$ cat config.mk
export PLATFORM = sky130hd
export DESIGN_NAME = framed_packet_receiver_unit
export DESIGN_NICKNAME = d
export VERILOG_FILES = /design/src/sv/frpr_pkg.sv /design/src/sv/framed_packet_receiver_unit.sv /design/src/sv/frpr_ram.sv
export SDC_FILE = /design/constraint.sdc
export NUM_CORES = 1
export LEC_CHECK = 0
export BUFFER_PORTS_ARGS = -buffer_cell sky130_fd_sc_hd__buf_2
export CAP_MARGIN = 30
export CORE_MARGIN = 2
export CORE_UTILIZATION = 45
export CTS_CLUSTER_SIZE = 40
export DETAILED_ROUTE_END_ITERATION = 8
export GPL_ROUTABILITY_DRIVEN = 1
export PLACE_DENSITY_LB_ADDON = 0.05
export SLEW_MARGIN = 15
export SYNTH_ARGS = -nofsm -noshare
export SYNTH_HDL_FRONTEND = slang
export SYNTH_SLANG_ARGS = --single-unit
$ cat constraint.sdc
create_clock -name clk -period 7.8 [get_ports clk]
set_clock_uncertainty 0.1 [all_clocks]
set_input_delay 1.17 -clock clk [delete_from_list [all_inputs] [get_ports clk]]
set_output_delay 1.17 -clock clk [all_outputs]
set_load 0.05 [all_outputs]
$ cat src/sv/frpr_pkg.sv
// ----------------------------------------------------------------------------
// frpr_pkg
// Types and constants of the framed packet receiver.
// ----------------------------------------------------------------------------
package frpr_pkg;

  typedef enum logic [2:0] {
    PH_IDLE = 3'd0,
    PH_MAIN = 3'd1,
    PH_SUB  = 3'd2,
    PH_LENH = 3'd3,
    PH_LENL = 3'd4,
    PH_DATA = 3'd5,
    PH_END  = 3'd6,
    PH_DONE = 3'd7
  } phase_t;

  typedef enum logic [1:0] {
    OP_BYTE  = 2'd0,
    OP_CLEAR = 2'd1,
    OP_READ  = 2'd2
  } opcode_t;

  typedef enum logic {
    REG_START = 1'b0,
    REG_END   = 1'b1
  } cfg_reg_t;

  // buffer index width: covers length + 6 for a 16-bit length
  localparam int IDX_W = 17;

  localparam logic [IDX_W-1:0] IDX_START = 17'd0;
  localparam logic [IDX_W-1:0] IDX_MAIN  = 17'd1;
  localparam logic [IDX_W-1:0] IDX_SUB   = 17'd2;
  localparam logic [IDX_W-1:0] IDX_LENH  = 17'd3;
  localparam logic [IDX_W-1:0] IDX_LENL  = 17'd4;
  localparam logic [IDX_W-1:0] IDX_DATA  = 17'd5;
  localparam logic [IDX_W-1:0] IDX_END   = 17'd6;

  localparam logic [7:0] START_RST = 8'h02;
  localparam logic [7:0] END_RST   = 8'h03;

endpackage

$ cat src/sv/framed_packet_receiver_unit.sv
// ----------------------------------------------------------------------------
// framed_packet_receiver_unit
// Byte-wise start/length/end framed packet receiver with a frame buffer.
// ----------------------------------------------------------------------------
// Input channel (in_*): one word per item. Opcode byte feeds rx_byte to the
// frame parser, clear returns the parser to idle and drops the flags, read
// fetches one frame buffer entry (entries beyond the buffer read as zero).
// Output channel (out_*): exactly one status word per input word, in order,
// showing phase, done, end error, sticky overflow, length and read data.
// Path: an accepted word is registered in stage 1, then in the output word.
// Throughput: one word per cycle while in_stall is low; the parser updates
// its registers and the buffer RAM takes one write or one read per cycle.
// Reset: parser idle, length, count and overflow cleared, start byte 0x02,
// end byte 0x03. Buffer contents are unknown until written.
// Stall: when out_stall holds, the output word and one word in flight are
// kept; in_stall rises as soon as both are occupied.
// Config (APB): 0x0 start byte, 0x4 end byte; write only while idle.
// ----------------------------------------------------------------------------
module framed_packet_receiver_unit #(
  parameter int BUF_DEPTH = 32
) (
  input  logic        clk,
  input  logic        rst_n,
  input  logic        in_valid,
  output logic        in_stall,
  input  logic [1:0]  in_opcode,
  input  logic [7:0]  in_rx_byte,
  input  logic [4:0]  in_read_index,
  output logic        out_valid,
  input  logic        out_stall,
  output logic [2:0]  out_phase,
  output logic        out_frame_done,
  output logic        out_end_error,
  output logic        out_overflow,
  output logic [15:0] out_payload_len,
  output logic [7:0]  out_read_data,
  input  logic        psel,
  input  logic        penable,
  input  logic        pwrite,
  input  logic [2:0]  paddr,
  input  logic [31:0] pwdata,
  output logic [31:0] prdata,
  output logic        pready
);

  localparam int AW = $clog2(BUF_DEPTH);
  localparam logic [frpr_pkg::IDX_W-1:0] DEPTH_IDX = frpr_pkg::IDX_W'(BUF_DEPTH);

  // configuration
  logic [7:0] start_byte_r;
  logic [7:0] end_byte_r;
  logic       cfg_wr;

  assign pready = 1'b1;
  assign cfg_wr = psel & penable & pwrite & pready;

  always_ff @(posedge clk) begin
    if (!rst_n) begin
      start_byte_r <= frpr_pkg::START_RST;
      end_byte_r   <= frpr_pkg::END_RST;
    end else if (cfg_wr) begin
      unique case (frpr_pkg::cfg_reg_t'(paddr[2]))
        frpr_pkg::REG_START: start_byte_r <= pwdata[7:0];
        frpr_pkg::REG_END:   end_byte_r   <= pwdata[7:0];
        default: ;
      endcase
    end
  end

  always_comb begin
    unique case (frpr_pkg::cfg_reg_t'(paddr[2]))
      frpr_pkg::REG_START: prdata = {24'd0, start_byte_r};
      frpr_pkg::REG_END:   prdata = {24'd0, end_byte_r};
      default:             prdata = 32'd0;
    endcase
  end

  // handshake
  logic in_acc;
  logic s1_valid_r;
  logic s1_adv;
  logic out_valid_r;

  assign s1_adv   = !out_valid_r || !out_stall;
  assign in_stall = s1_valid_r && !s1_adv;
  assign in_acc   = in_valid && !in_stall;

  // parser state
  frpr_pkg::phase_t phase_r, phase_nxt;
  logic [15:0] count_r, count_nxt;
  logic [15:0] len_r, len_nxt;
  logic [7:0]  len_hi_r, len_hi_nxt;
  logic        ovf_r, ovf_nxt;
  logic        err;
  logic        store;
  logic [frpr_pkg::IDX_W-1:0] wr_idx;
  logic        wr_en;
  logic        rd_en;
  logic        rd_ok;
  logic [frpr_pkg::IDX_W-1:0] rd_idx;
  logic [7:0]  ram_q;

  always_ff @(posedge clk) begin
    if (!rst_n) begin
      phase_r  <= frpr_pkg::PH_IDLE;
      count_r  <= 16'd0;
      len_r    <= 16'd0;
      len_hi_r <= 8'd0;
      ovf_r    <= 1'b0;
    end else begin
      phase_r  <= phase_nxt;
      count_r  <= count_nxt;
      len_r    <= len_nxt;
      len_hi_r <= len_hi_nxt;
      ovf_r    <= ovf_nxt;
    end
  end

  always_comb begin
    phase_nxt  = phase_r;
    count_nxt  = count_r;
    len_nxt    = len_r;
    len_hi_nxt = len_hi_r;
    ovf_nxt    = ovf_r;
    err        = 1'b0;
    store      = 1'b0;
    wr_idx     = frpr_pkg::IDX_START;
    rd_en      = 1'b0;
    if (in_acc) begin
      case (frpr_pkg::opcode_t'(in_opcode))
        frpr_pkg::OP_BYTE: begin
          unique case (phase_r)
            frpr_pkg::PH_IDLE: begin
              if (in_rx_byte == start_byte_r) begin
                store     = 1'b1;
                wr_idx    = frpr_pkg::IDX_START;
                phase_nxt = frpr_pkg::PH_MAIN;
              end
            end
            frpr_pkg::PH_MAIN: begin
              store     = 1'b1;
              wr_idx    = frpr_pkg::IDX_MAIN;
              phase_nxt = frpr_pkg::PH_SUB;
            end
            frpr_pkg::PH_SUB: begin
              store     = 1'b1;
              wr_idx    = frpr_pkg::IDX_SUB;
              phase_nxt = frpr_pkg::PH_LENH;
            end
            frpr_pkg::PH_LENH: begin
              store      = 1'b1;
              wr_idx     = frpr_pkg::IDX_LENH;
              len_hi_nxt = in_rx_byte;
              phase_nxt  = frpr_pkg::PH_LENL;
            end
            frpr_pkg::PH_LENL: begin
              store     = 1'b1;
              wr_idx    = frpr_pkg::IDX_LENL;
              len_nxt   = {len_hi_r, in_rx_byte};
              count_nxt = 16'd0;
              phase_nxt = frpr_pkg::PH_DATA;
            end
            frpr_pkg::PH_DATA: begin
              store  = 1'b1;
              wr_idx = frpr_pkg::IDX_W'(count_r) + frpr_pkg::IDX_DATA;
              if (count_r < len_r) begin
                count_nxt = count_r + 16'd1;
              end else begin
                phase_nxt = frpr_pkg::PH_END;
              end
            end
            frpr_pkg::PH_END: begin
              if (in_rx_byte == end_byte_r) begin
                store     = 1'b1;
                wr_idx    = frpr_pkg::IDX_W'(count_r) + frpr_pkg::IDX_END;
                phase_nxt = frpr_pkg::PH_DONE;
              end else begin
                err       = 1'b1;
                phase_nxt = frpr_pkg::PH_IDLE;
              end
            end
            frpr_pkg::PH_DONE: ;
            default: ;
          endcase
          if (store && (wr_idx >= DEPTH_IDX)) begin
            ovf_nxt = 1'b1;
          end
        end
        frpr_pkg::OP_CLEAR: begin
          phase_nxt = frpr_pkg::PH_IDLE;
          count_nxt = 16'd0;
          len_nxt   = 16'd0;
          ovf_nxt   = 1'b0;
        end
        frpr_pkg::OP_READ: begin
          rd_en = 1'b1;
        end
        default: ;
      endcase
    end
  end

  assign wr_en  = store && (wr_idx < DEPTH_IDX);
  assign rd_idx = frpr_pkg::IDX_W'(in_read_index);
  assign rd_ok  = rd_en && (rd_idx < DEPTH_IDX);

  frpr_ram #(
    .WIDTH(8),
    .DEPTH(BUF_DEPTH)
  ) u_buf (
    .clk  (clk),
    .we   (wr_en),
    .waddr(wr_idx[AW-1:0]),
    .wdata(in_rx_byte),
    .re   (rd_ok),
    .raddr(rd_idx[AW-1:0]),
    .rdata(ram_q)
  );

  // stage 1: status of the word whose buffer read is under way
  logic [2:0]  s1_phase_r;
  logic        s1_err_r;
  logic        s1_ovf_r;
  logic [15:0] s1_len_r;
  logic        s1_rd_r;

  always_ff @(posedge clk) begin
    if (!rst_n) begin
      s1_valid_r <= 1'b0;
    end else if (in_acc) begin
      s1_valid_r <= 1'b1;
    end else if (s1_adv) begin
      s1_valid_r <= 1'b0;
    end
  end

  always_ff @(posedge clk) begin
    if (in_acc) begin
      s1_phase_r <= phase_nxt;
      s1_err_r   <= err;
      s1_ovf_r   <= ovf_nxt;
      s1_len_r   <= len_nxt;
      s1_rd_r    <= rd_ok;
    end
  end

  // output word
  logic [2:0]  out_phase_r;
  logic        out_err_r;
  logic        out_ovf_r;
  logic [15:0] out_len_r;
  logic [7:0]  out_rd_r;

  always_ff @(posedge clk) begin
    if (!rst_n) begin
      out_valid_r <= 1'b0;
    end else if (s1_adv) begin
      out_valid_r <= s1_valid_r;
    end
  end

  always_ff @(posedge clk) begin
    if (s1_adv && s1_valid_r) begin
      out_phase_r <= s1_phase_r;
      out_err_r   <= s1_err_r;
      out_ovf_r   <= s1_ovf_r;
      out_len_r   <= s1_len_r;
      out_rd_r    <= s1_rd_r ? ram_q : 8'd0;
    end
  end

  assign out_valid       = out_valid_r;
  assign out_phase       = out_phase_r;
  assign out_frame_done  = (out_phase_r == frpr_pkg::PH_DONE);
  assign out_end_error   = out_err_r;
  assign out_overflow    = out_ovf_r;
  assign out_payload_len = out_len_r;
  assign out_read_data   = out_rd_r;

  // checks
  a_err_idle: assert property (@(posedge clk) disable iff (!rst_n)
    (out_valid && out_end_error) |-> (out_phase == frpr_pkg::PH_IDLE))
    else $error("end error without return to idle");

  a_ram_hold: assert property (@(posedge clk) disable iff (!rst_n)
    (s1_valid_r && s1_rd_r && !s1_adv) |=> $stable(ram_q))
    else $error("buffer read data lost while stage 1 held");

  a_wr_range: assert property (@(posedge clk) disable iff (!rst_n)
    wr_en |-> (wr_idx < DEPTH_IDX) && !rd_en)
    else $error("buffer write out of range or with a read");

  a_ovf_set: assert property (@(posedge clk) disable iff (!rst_n)
    (store && (wr_idx >= DEPTH_IDX)) |=> ovf_r)
    else $error("dropped store did not set overflow");

  a_hold_out: assert property (@(posedge clk) disable iff (!rst_n)
    (out_valid && out_stall) |=> (out_valid && $stable(out_phase) && $stable(out_read_data)))
    else $error("stalled output word changed");

endmodule

$ cat src/sv/frpr_ram.sv
// ----------------------------------------------------------------------------
// frpr_ram
// Generic single-write, single-read RAM with registered read data.
// ----------------------------------------------------------------------------
module frpr_ram #(
  parameter int WIDTH = 8,
  parameter int DEPTH = 32
) (
  input  logic                     clk,
  input  logic                     we,
  input  logic [$clog2(DEPTH)-1:0] waddr,
  input  logic [WIDTH-1:0]         wdata,
  input  logic                     re,
  input  logic [$clog2(DEPTH)-1:0] raddr,
  output logic [WIDTH-1:0]         rdata
);

  logic [WIDTH-1:0] mem [DEPTH];

  always_ff @(posedge clk) begin
    if (we) begin
      mem[waddr] <= wdata;
    end
    if (re) begin
      rdata <= mem[raddr];
    end
  end

endmodule

* Word-level counts from Yosys, hierarchy flattened *
Memories as Yosys holds them, arrays and structs flattened. A register that Yosys moved wholly into a read port is not among the register bits.
Cells that the tools add are included.

storage, ports and cells
  register bits after elaboration = 113
  output and inout bits = 65
  word-level logic and storage cells = 100
  bits in writable memories = 256
  memories kept = 1
  input port bits = 57

memory list
  name       words  bits a word  rd ports  clocked after Yosys merged registers in  wr ports  line            RTL
  u_buf.mem  32     8            1         1                                        1         frpr_ram.sv:18  logic [WIDTH-1:0] mem [DEPTH];

operators by class
  muxes and demuxes = 36
  eq/ne operators = 13
  $add $sub $neg = 3
  order comparisons = 4
  reductions and logical operators = 21
  bitwise operators = 3

operators with widths
  operator                                                             number
  one-hot mux 17 bit (6 select lines)                                  1
  one-hot mux 16 bit (2 select lines)                                  3
  2-to-1 mux 17 bit                                                    5
  one-hot mux 32 bit (2 select lines)                                  1
  2-to-1 mux 16 bit                                                    3
  adder 16 x 3 -> 17 bit (second input constant)                       2
  one-hot mux 3 bit (7 select lines)                                   1
  greater-or-equal comparator 17 x 6 -> 1 bit (second input constant)  1
  < comparator 17 x 6 -> 1 bit (second input constant)                 1
  adder 16 x 1 -> 16 bit (second input constant)                       1
  == test 8 bit                                                        2
  < comparator 16 bit                                                  1
  2-to-1 mux 1 bit                                                     15
  == test 3 bit (second input constant)                                4
  2-to-1 mux 3 bit                                                     4
  == test 3 x 2 -> 1 bit (second input constant)                       2
  logical AND 1 bit                                                    6
  < comparator 5 x 6 -> 1 bit (second input constant)                  1
  one-hot mux 3 bit (2 select lines)                                   1
  AND reduction 2 bit                                                  3
  OR reduction 5 bit                                                   1
  zero test 1 bit                                                      4
  AND reduction 4 bit                                                  1
  nonzero test 2 bit                                                   2
  13 further kinds                                                     14

* Longest topological paths before layout *
  word-level depth = 13
  gate-level depth with buffers = 11
  depth with buffers taken out = 9

* Hierarchy *
A second synthesis with hierarchy kept.

second synthesis, totals
  cell total of the unflattened synthesis = 1028
  area total of the unflattened synthesis = 16170.5 sq um

by module, submodules not included
  module                       seq. area each (sq um)  area an instance (sq um)  cells an instance  instances
  frpr_ram                     7927.6                  10133.5                   417                1
  framed_packet_receiver_unit  2772.7                  6037.0                    611                1

* Worst setup path after synthesis *
No wires, ideal clock.

  kind = input -> register
  from = input port out_stall
  to = register out_err_r, in the netlist out_end_error (enable)
  path slack = 3.908 ns
  arrival time = 3.332 ns
  path buffers = 0
  library setup time = 0.460 ns
  stages = 1
  path through = a21boi_0

on the way
  word-level cells in the longest chain between the ends = 3

ends and longest elaborated chain
  item                  line                                RTL
  start, declared       framed_packet_receiver_unit.sv:30   input logic out_stall,
  zero test 1 bit       framed_packet_receiver_unit.sv:84   assign s1_adv = !out_valid_r || !out_stall;
  logical OR 1 bit      framed_packet_receiver_unit.sv:84
  logical AND 1 bit     framed_packet_receiver_unit.sv:263  if (s1_adv && s1_valid_r) begin
  end signal, assigned  framed_packet_receiver_unit.sv:265  out_err_r <= s1_err_r;
  end, declared         framed_packet_receiver_unit.sv:249  logic out_err_r;

Every way passes these cells.
A chain may end at the register's enable or synchronous reset.

* Worst setup path after layout *
  from = input port in_rx_byte[3]
  to = memory u_buf.mem[23][7] (enable)

on the way
  word-level cells in the longest chain between the ends = 11
  elaborated cells between the ends (all ways) = 19
  classes of those cells = order compare (1); eq/ne (2); mux (15); reduce/logical (1)

ends and longest elaborated chain
  item                                    line                                RTL
  start, declared                         framed_packet_receiver_unit.sv:27   input logic [7:0] in_rx_byte,
  == test 8 bit                           framed_packet_receiver_unit.sv:173  if (in_rx_byte == end_byte_r) begin
  2-to-1 mux 17 bit                       framed_packet_receiver_unit.sv:173
  one-hot mux 17 bit (6 select lines)     framed_packet_receiver_unit.sv:132  unique case (phase_r)
  2-to-1 mux 17 bit                       framed_packet_receiver_unit.sv:130  case (frpr_pkg::opcode_t'(in_opcode))
  2-to-1 mux 17 bit                       framed_packet_receiver_unit.sv:129  if (in_acc) begin
  2-to-1 mux 17 bit                       framed_packet_receiver_unit.sv:130
  2-to-1 mux 17 bit                       framed_packet_receiver_unit.sv:129
  < comparator 17 x 6 -> 1 bit            framed_packet_receiver_unit.sv:203  assign wr_en = store && (wr_idx < DEPTH_IDX);
  logical AND 1 bit                       framed_packet_receiver_unit.sv:203
  2-to-1 mux 1 bit                        frpr_ram.sv:21                      if (we) begin
  2-to-1 mux 1 bit (not written as such)  frpr_ram.sv:22                      mem[waddr] <= wdata;
  end, declared                           frpr_ram.sv:18

Parallel ways exist; a longest one is shown, timed or not. The select of a mux whose other input is x is not followed.

==> out/metrics.csv <==
stage;metric;value;unit
setup_path;rrSetupSlack;3.49;ns
layout;final_cell_mix;edfxtp_1 (315), mux4_2 (80), nand2_1 (72), buf_2 (70), dfxtp_1 (62);
layout;layout_commonest_cell;edfxtp_1;
setup_path;endpoint_kind;flop;
synthesis;synth_top_family_by_area;multiplexers;
worst_hold_path;hold_path.class;reg -> reg;
synthesis;muxShareOfSynthArea;12.9;%
timing;rsz0062_at_grt;false;
drt;drc_errors;0;
synthesis;synth-seq-cells;377;
timing;setup_slack;3.34;ns
timing;setup_viol_count_final;0;
die;io_pins;122;
timing;tns;0;ns
synthesis;avgSynthCellArea;15.5;µm²
setup_path;critical_path.max_stage_delay;0.83;ns
synthesis;synth.cell_area;16300;µm²
global_route;grt_overflow;0;
die;initial_core_util;45.7;%
synthesis;synth-xor-area-share;1.29;%
cts;clk_latency;0.53;ns
synthesis;synthArstFlopShare;0;%
timing;period_share;57.2;%
global_route;antenna_found_initial;0;
synthesis;synthCells;1052;
drt;antenna_left;0;
cts;htreeDepth;2;
cts;post-cts-setup-buffers;0;
synthesis;synth_compound_area_share;5.28;%
timing;maxSlewViolCount;0;
drt;drt_wl_total;37500;µm
setup_path;cp_max_fo;36;
drt;drt_pass1_iterations;5;
synthesis;yosys.cell_types.count;74;
power_and_ir_drop;p_leak;0.00626;µW
cts;clk_pin_slew;0.06;ns
cts;cts_resized;0;
placement;port_buffers;70;
timing;fmax;224;MHz
layout;drive_gt1_share;24.9;%
die;die_y;194;µm
layout;n_antenna_cell;0;
setup_path;crit_path_cell_trace;buf_2 > xor2_1 > nor4_4 > nand2_2 > nor2_1 > a22o_1 > nand4_4 > nor3_2;
drt;vias_per_cell;5.56;
synthesis;synth_ff_type;edfxtp_1;
timing;period_needed;4.46;ns
cts;clockBufferDepth;3;
placement;pre_cts_ws;2.71;ns
placement;postPlaceCellArea;17100;µm²
placement;gp_congestion;0.841;
die;core_area;35600;µm²
placement;hpwl;24400;µm
synthesis;synth_edf_count;315;
drt;vias;9081;
power_and_ir_drop;power.density;236;nW/µm²
layout;syn_to_final_growth;13.4;%
cts;root_buffer;clkbuf_16;
global_route;first_global_vias;9024;
layout;final_nets;1214;
die;die_w;194;µm
global_route;grt_usage;19.9;%
cts;cts_hold_buffers;0;
setup_path;timing.critical_path.from_type;primary input;
synthesis;ys_warn_count;0;
cts;numCtsBuffers;41;
outcome;run_status;finished clean;
die;rows;69;
synthesis;yosysSeqAreaShare;65.8;%
cts;cts_tree;built;
setup_path;crit_type;in -> reg;
layout;stdcell_area;18400;µm²
synthesis;yosysTopAreaCell;edfxtp_1;
flow_run;drv_cap;0;
power_and_ir_drop;max-vdd-ir-drop;0.000154;V
global_route;grt_pass1_wl;57100;µm
synthesis;yosysTopAreaCellShare;58.2;%
die;dieArea;37700;µm²
cts;clkSinkCount;377;
timing;max_slew_margin;38.9;%
timing;final_hold_viol_count;0;
setup_path;arrival;4.52;ns
drt;wl_per_cell;23.0;µm
timing;tightest_slew;0.917;ns
synthesis;synthAdderAreaFrac;1.46;%
setup_path;slowest_stage;nor3_2;
setup_path;required;7.86;ns
synthesis;yosys.area_share.simple;9.84;%
global_route;grt_max_degree;60;
synthesis;yosys-top-cells-area;edfxtp_1 (58%), mux4_2 (11%), dfxtp_1 (7.6%), nand2_1 (1.7%), ha_1 (1.5%);
drt;drtIter0Drc;697;
[metal layers]
layer | up-vias | GRT usage, % | share of wire [%]
met5 | - | 0 | 0
met4 | 0 | 4.10 | 1.2
met3 | 36 | 2.84 | 3.0
met2 | 158 | 32.9 | 50
met1 | 4644 | 28.4 | 46
li1 | 4243 | - | -
[registers in the layout, indices dropped and copies added (netlist names)]
signal and count:
out_valid 1, len_hi_r 8, s1_ovf_r 1, out_end_error 1, s1_phase_r 3, out_payload_len 16, start_byte_r 8, phase_r 3
s1_rd_r 1, s1_len_r 16, u_buf.rdata 8, out_phase 3, count_r 16, s1_err_r 1, u_buf.mem 256, end_byte_r 8
s1_valid_r 1, out_read_data 8, len_r 16, out_overflow 1, ovf_r 1
[worst max-delay path, delay by kind of cell]
family	cells	cell delay, ns
simple gates	5	2.21
buf+inv	1	0.56
compound gates	1	0.27
xor+xnor	1	0.22
[synthesized netlist by cell type, types with 5 or more instances]
master    number
ha_1          19
nand2b_1      11
a22o_1         5
buf_2         16
and3_1        11
mux4_2        80
a41oi_1        5
nor4_1         6
mux2_2        18
and2_1        29
inv_1         26
a311oi_1       6
mux2i_1       10
clkbuf_1      29
xor2_1        10
buf_4         28
nor3_2         6
nor3_1        39
nand3_1       24
dfxtp_1       62
nor2_1        50
nand4_1       11
o21ai_0       27
a221o_1        5
a21oi_1       25
a31oi_1        7
a21o_1         6
edfxtp_1     315
nand2_1       72
xnor2_1       14
[area by class of cell]
class | instances | area, µm²
Clock inverter | 26 | 258
Tap cell | 461 | 577
Fill cell | 3076 | 17100
Multi-Input combinational cell | 592 | 5140
Clock buffer | 50 | 1080
Inverter | 26 | 97.6
Timing Repair Buffer | 100 | 596
Sequential cell | 377 | 10700
[through the flow]
| step | instances | util (%) | power [µW] | hold WS [ns] |
|---|---|---|---|---|
| after global routing | 1632 | 51.9 | 4510 | 0.325 |
| after CTS | 1630 | 51.8 | 4410 | 0.320 |
| after floorplan | 1075 | - | 2420 | 0.300 |
| final | 1632 | 51.9 | 4360 | 0.318 |
| after global placement | 1551 | 47.9 | 2490 | 0.306 |
| after detailed placement | 1554 | 48.1 | 2490 | 0.307 |
[final timing paths]
kind,startpoint,to,cells past startpoint
worst max-delay path,in_rx_byte[3],u_buf.mem[23][7],8
worst min-delay path,s1_len_r[14],out_payload_len[14],0
worst max register to register,count_r[0],u_buf.mem[4][2],8
worst min register to register,s1_len_r[14],out_payload_len[14],0
[logic make-up (layout without fill, tap and decap cells)]
| kind of cell | after synthesis | count (layout) |
|---|---|---|
| adder cells (fa/ha/maj) | 19 | 19 |
| multiplexers | 108 | 108 |
| flip-flops | 377 | 377 |
| AND/OR/NAND/NOR | 294 | 294 |
| XOR/XNOR | 24 | 24 |
| other | 2 | 25 |
| buffers and inverters | 106 | 202 |
| AO/OA/AOI/OAI | 122 | 122 |
[where the power goes]
part / leakage (µW) / total [µW] / internal [µW] / switching (µW)
registers: 0.00338 / 2210 / 2200 / 8.83
clock network: 0.000656 / 1910 / 1130 / 789
logic: 0.00223 / 240 / 74.1 / 166
No activity file was read; power rests on OpenSTA's default activity.
